**src/rtl/core/text_console_writer_core_assert.svh**
```systemverilog
// assertion macros for the text console writer core
`ifndef TEXT_CONSOLE_WRITER_CORE_ASSERT_SVH
`define TEXT_CONSOLE_WRITER_CORE_ASSERT_SVH

// condition holds in the same cycle as the trigger
`define TCW_ASSERT_SAME(label, clk, rst_n, trig, cond, msg) \
    label: assert property (@(posedge clk) disable iff (!rst_n) (trig) |-> (cond)) \
        else $error(msg);

// condition holds in the cycle after the trigger
`define TCW_ASSERT_NEXT(label, clk, rst_n, trig, cond, msg) \
    label: assert property (@(posedge clk) disable iff (!rst_n) (trig) |=> (cond)) \
        else $error(msg);

`endif

```
**src/rtl/core/tcw_pkg.sv**
```systemverilog
// package of types and constants for the text console writer
`timescale 1ns / 1ps

package tcw_pkg;

    // default screen geometry
    localparam int COLUMNS_DEF = 80;
    localparam int ROWS_DEF    = 25;

    // request kinds
    localparam logic [1:0] KIND_PUT   = 2'd0;
    localparam logic [1:0] KIND_CLEAR = 2'd1;
    localparam logic [1:0] KIND_READ  = 2'd2;

    // character codes and attribute
    localparam logic [7:0] NEWLINE_CODE    = 8'd10;
    localparam logic [7:0] SPACE_CODE      = 8'd32;
    localparam logic [7:0] RESET_ATTRIBUTE = 8'd15;

    // configuration port
    localparam int         APB_ADDR_W       = 3;
    localparam int         APB_DATA_W       = 32;
    localparam logic       REG_DEFAULT_ATTR = 1'b0;

    // sequencer states
    typedef enum logic [2:0] {
        ST_INIT,
        ST_IDLE,
        ST_FILL,
        ST_READ,
        ST_SCROLL,
        ST_DONE
    } tcw_state_t;

endpackage

```
**src/rtl/core/tcw_apb.sv**
```systemverilog
// configuration register file behind the apb port
`timescale 1ns / 1ps

module tcw_apb (
    input  logic                            clk,
    input  logic                            rst_n,
    input  logic                            psel,
    input  logic                            penable,
    input  logic                            pwrite,
    input  logic [tcw_pkg::APB_ADDR_W-1:0]  paddr,
    input  logic [tcw_pkg::APB_DATA_W-1:0]  pwdata,
    output logic [tcw_pkg::APB_DATA_W-1:0]  prdata,
    output logic                            pready,
    output logic [7:0]                      default_attr
);

    logic [7:0] default_attr_reg;
    logic [7:0] default_attr_next;
    logic       reg_hit;

    // register index decode
    assign reg_hit = (paddr[2] == tcw_pkg::REG_DEFAULT_ATTR);

    // write on the access phase
    always_comb
    begin
        default_attr_next = default_attr_reg;
        if (psel && penable && pwrite && reg_hit)
        begin
            default_attr_next = pwdata[7:0];
        end
    end

    always_ff @(posedge clk or negedge rst_n)
    begin
        if (!rst_n)
        begin
            default_attr_reg <= tcw_pkg::RESET_ATTRIBUTE;
        end
        else
        begin
            default_attr_reg <= default_attr_next;
        end
    end

    // read back
    assign prdata       = reg_hit ? {24'd0, default_attr_reg} : '0;
    assign pready       = 1'b1;
    assign default_attr = default_attr_reg;

endmodule

```
**config.mk**
```make
export PLATFORM = sky130hd
export DESIGN_NAME = tcw_apb
export DESIGN_NICKNAME = d
export VERILOG_FILES = /design/src/rtl/core/text_console_writer_core_assert.svh /design/src/rtl/core/tcw_pkg.sv /design/src/rtl/core/tcw_apb.sv
export SDC_FILE = /design/constraint.sdc
export NUM_CORES = 1
export LEC_CHECK = 0
export BUFFER_PORTS_ARGS = -buffer_cell sky130_fd_sc_hd__buf_4
export CORE_ASPECT_RATIO = 0.9
export CORE_MARGIN = 2
export CORE_UTILIZATION = 23
export DETAILED_ROUTE_END_ITERATION = 10
export PLACE_DENSITY = 0.71
export SKIP_CTS_REPAIR_TIMING = 1
export SLEW_MARGIN = 10
export SYNTH_ARGS = -nofsm -noshare
export SYNTH_HDL_FRONTEND = slang
export SYNTH_SLANG_ARGS = --single-unit
```
**constraint.sdc**
```tcl
create_clock -name clk -period 1.45 [get_ports clk]
set_input_delay 0.3625 -clock clk [delete_from_list [all_inputs] [get_ports clk]]
set_output_delay 0.3625 -clock clk [all_outputs]
set_load 0.005 [all_outputs]
```
# [Yosys cells after proc, flatten, opt, wreduce, memory -nomap -nowiden]
# Index checks and enable logic that the tools add are counted.
[word_totals] ff_bits=8 elab_cells=6
[classes] bitwise=1 n_reduce_logical=3 muxes=1
[op_table] op="$mux 8" n=1
[op_table] op="$logic_and 1x1->1" n=3
[op_table] op="$not 1->1" n=1

# [Depth between registers and ports, before layout]
[logic_depth] depth_word=3 ltp_mapped=2

# [Worst setup path after synthesis]
# OpenSTA, ideal clock, no wires.
[synth_timing] kind="register to output" start="register default_attr_reg[0] (netlist: default_attr[0])" end="output prdata[0] in the netlist's numbering" t_arrival_ns=0.657 setup_slack_ns=0.430 path_stages_with_launch=2 t_required_ns=1.087 cell_sequence="dfstp_2 -> and2b_2"
[synth_via] elab_chain_cells=1
[synth_lines] item="start: declaration" line="tcw_apb.sv:17" text="logic [7:0] default_attr_reg;"
[synth_lines] item="start signal: assignment" line="tcw_apb.sv:38" text="default_attr_reg <= tcw_pkg::RESET_ATTRIBUTE;"
[synth_lines] item="start signal: assignment" line="tcw_apb.sv:42" text="default_attr_reg <= default_attr_next;"
[synth_lines] item="$mux 8" line="tcw_apb.sv:47" text="assign prdata = reg_hit ? {24'd0, default_attr_reg} : '0;"
[synth_lines] item="end: declaration" line="tcw_apb.sv:12" text="output logic [tcw_pkg::APB_DATA_W-1:0] prdata,"
# Every way passes these cells.

# [Worst setup path after layout]
[layout_timing] start="register default_attr_reg[1] (netlist: default_attr[1])" end="output prdata[1] in the netlist's numbering"
# The elaborated chain is that of the path after synthesis.

==> flow_summary.yaml <==
run:
  drv_cap: 0
synth:
  syn_area_um2: 584
  synth_mux_area_frac: 0.154
  yosysUniqueCellTypes: 7
  netlist_top_cells_count: "buf_4, and2b_2, mux2_2"
  syn_area_per_cell_um2: 11.2
  synth_top_family_by_area: "buffers and inverters"
  synth_edf_count: 0
  synth-xor-area-share: 0
  synth_simple_gate_area_frac: 0.161
  async_flop_share: 1.00
  yosysTopAreaCell: "buf_4"
  ys.flop_type: "dfstp_2"
  synth_compound_area_frac: 0
  synth_warnings: 0
  netlist_instances: 52
  synthTopCellsByArea: "buf_4, dfstp_2, dfrtp_1"
  yosys.cell_count.top_type: "buf_4"
  synth-seq-cells: 8
  synth_top_area_frac: 0.321
  synthAdderAreaFrac: 0
  synth_seq_area_share: 0.351
setup_path:
  required_ns: 1.09
  worstSetupEndpointType: "output port"
  critPathKind: "register to output port"
  r2r-start: "default_attr[6]"
  cp-start-kind: "register"
  r2r_slack_ns: 0.68
  cp.arrival_ns: 1.02
  r2r_cells: 1
  path_max_fanout: 3
  regToRegEndpoint: "default_attr[6]"
grt:
  grt_max_degree: 10
  grt_pass1_wl_mm: 1.52
  grt_pass1_vias: 389
  gr-total-overflow: 0
  gr-usage-all-layers: 0.0668
  antenna_found_initial: 0
cells_and_area:
  fin_nets: 125
  largest_register_ffs: 8
  utilization: 0.318
  stdcell_area_um2: 772
  drive_above_1_share: 0.631
  fillers: 258
  area_growth_pct: 32.1
  diodes: 0
pwr:
  p_sw_uw: 195
  power_leakage_nw: 0.425
  powerDensity_nw_per_um2: 995
  peakVddDrop_v: 0.000567
  power_uw: 768
  clockPowerShare: 0.232
  p_int_uw: 572
  pwr-share-seq: 0.426
  p_comb_frac: 0.342
  swShare: 0.255
floorplanning:
  die_area_um2: 2960
  fp.dieW_um: 57.1
  io-pin-count: 81
  fp.coreArea_um2: 2420
  rows: 17
  start_util: 0.241
  die_y_um: 51.8
drt:
  maxUsedRoutingLayer: "met3"
  dr_wl_met3_um: 152
  viasPerCell: 3.50
  dr.pass1.iters: 1
  routedWlPerCell_um: 8.57
  wl_met1_um: 329
  dr_total_vias: 392
  drtIter0Drc: 0
  route.met2.wl_um: 477
  drcViolationCount: 0
  wl_um: 960
  postRouteAntennaNets: 0
clock_network:
  cts_root_buffer: "clkbuf_4"
  cts.sinks: 8
  cts-buffers-inserted: 3
  htreeDepth: 1
  cts_buffer_depth: 2
  tritoncts: "done"
  clock_latency_ns: 0.24
  path_clk_slew_ns: 0.06
place:
  place_area_um2: 736
  dp.final_hpwl_um: 820
  place_congestion: 0.642
  portBuffers: 29
min_path:
  min_from: "pwdata[4]"
  hp-class: "primary input to register"
  min_to: "default_attr[4]"
  whs_path_depth: 2
timing:
  slew_violations: 0
  holdWs_ns: 0.341
  setup_tns_ns: 0
  skew_ns: 0
  grt_setup_unrepaired: "no"
  fin_crit_sh: 0.951
  max_freq_mhz: 725
  setup_viol: 0
  fin_crit_ns: 1.38
  hold_viol_final: 0
status:
  status: "finished clean"
## cells in the final DEF (no fill, tap or decap)
cell type | Yosys | routed
clkbuf_1 | 0 | 1
mux2_2 | 8 | 8
and2b_2 | 8 | 8
buf_4 | 25 | 29
nand4b_4 | 1 | 1
clkbuf_4 | 0 | 3
conb_1 | 2 | 25
dfstp_2 | 4 | 4
dfrtp_1 | 4 | 4
dlygate4sd3_1 | 0 | 1
## layout make-up
cell class | instances | area (um2) | area share
sequential | 8 | 205 | 0.266
tap | 28 | 35.0 | 0.0454
multi-input combinational | 42 | 278 | 0.360
clock buffer | 4 | 26.3 | 0.0340
timing repair buffer | 30 | 228 | 0.295
## power groups by stage
| stage | logic [mW] | registers (mW) | clock network (mW) |
|---|---|---|---|
| floorplan | 0.146 | 0.328 | 0 |
| global placement | 0.258 | 0.328 | 0 |
| detailed placement | 0.262 | 0.331 | 0 |
| CTS | 0.263 | 0.328 | 0.188 |
| global route | 0.287 | 0.336 | 0.194 |
| finish | 0.263 | 0.327 | 0.178 |
## how the worst max path moves through the flow
stage                          startpoint         endpoint  slack [ns]  cells past startpoint
after detailed placement         paddr[2]  default_attr[5]        0.25                      3
after global routing      default_attr[1]        prdata[1]        0.03                      2
after global placement           paddr[2]  default_attr[5]        0.26                      3
final                     default_attr[1]        prdata[1]        0.07                      2
after floorplan           default_attr[0]        prdata[0]        0.43                      1
after CTS                 default_attr[3]        prdata[3]        0.06                      2
## worst max-delay path: stages, from the launching register on
cell and delay (ns):
dfstp_2 0.54, and2b_2 0.14, buf_4 0.10
## cells by family after synthesis
group	count (synthesis)
buffers and inverters	25
and+or+nand+nor	9
muxes	8
DFF	8
other	2
## metal layers
layer,GRT usage,vias up
met5,0,-
met4,0.0581,0
li1,-,180
met1,0.0580,172
met3,0.0174,0
met2,0.126,40
## per-stage QoR
step / instances / setup WS, ns
after global placement: 107 / 0.262
after CTS: 111 / 0.0568
final: 112 / 0.0711
after floorplan: 75 / 0.430
after detailed placement: 107 / 0.249
after global routing: 112 / 0.0312
(Power assumes the default switching activity.)
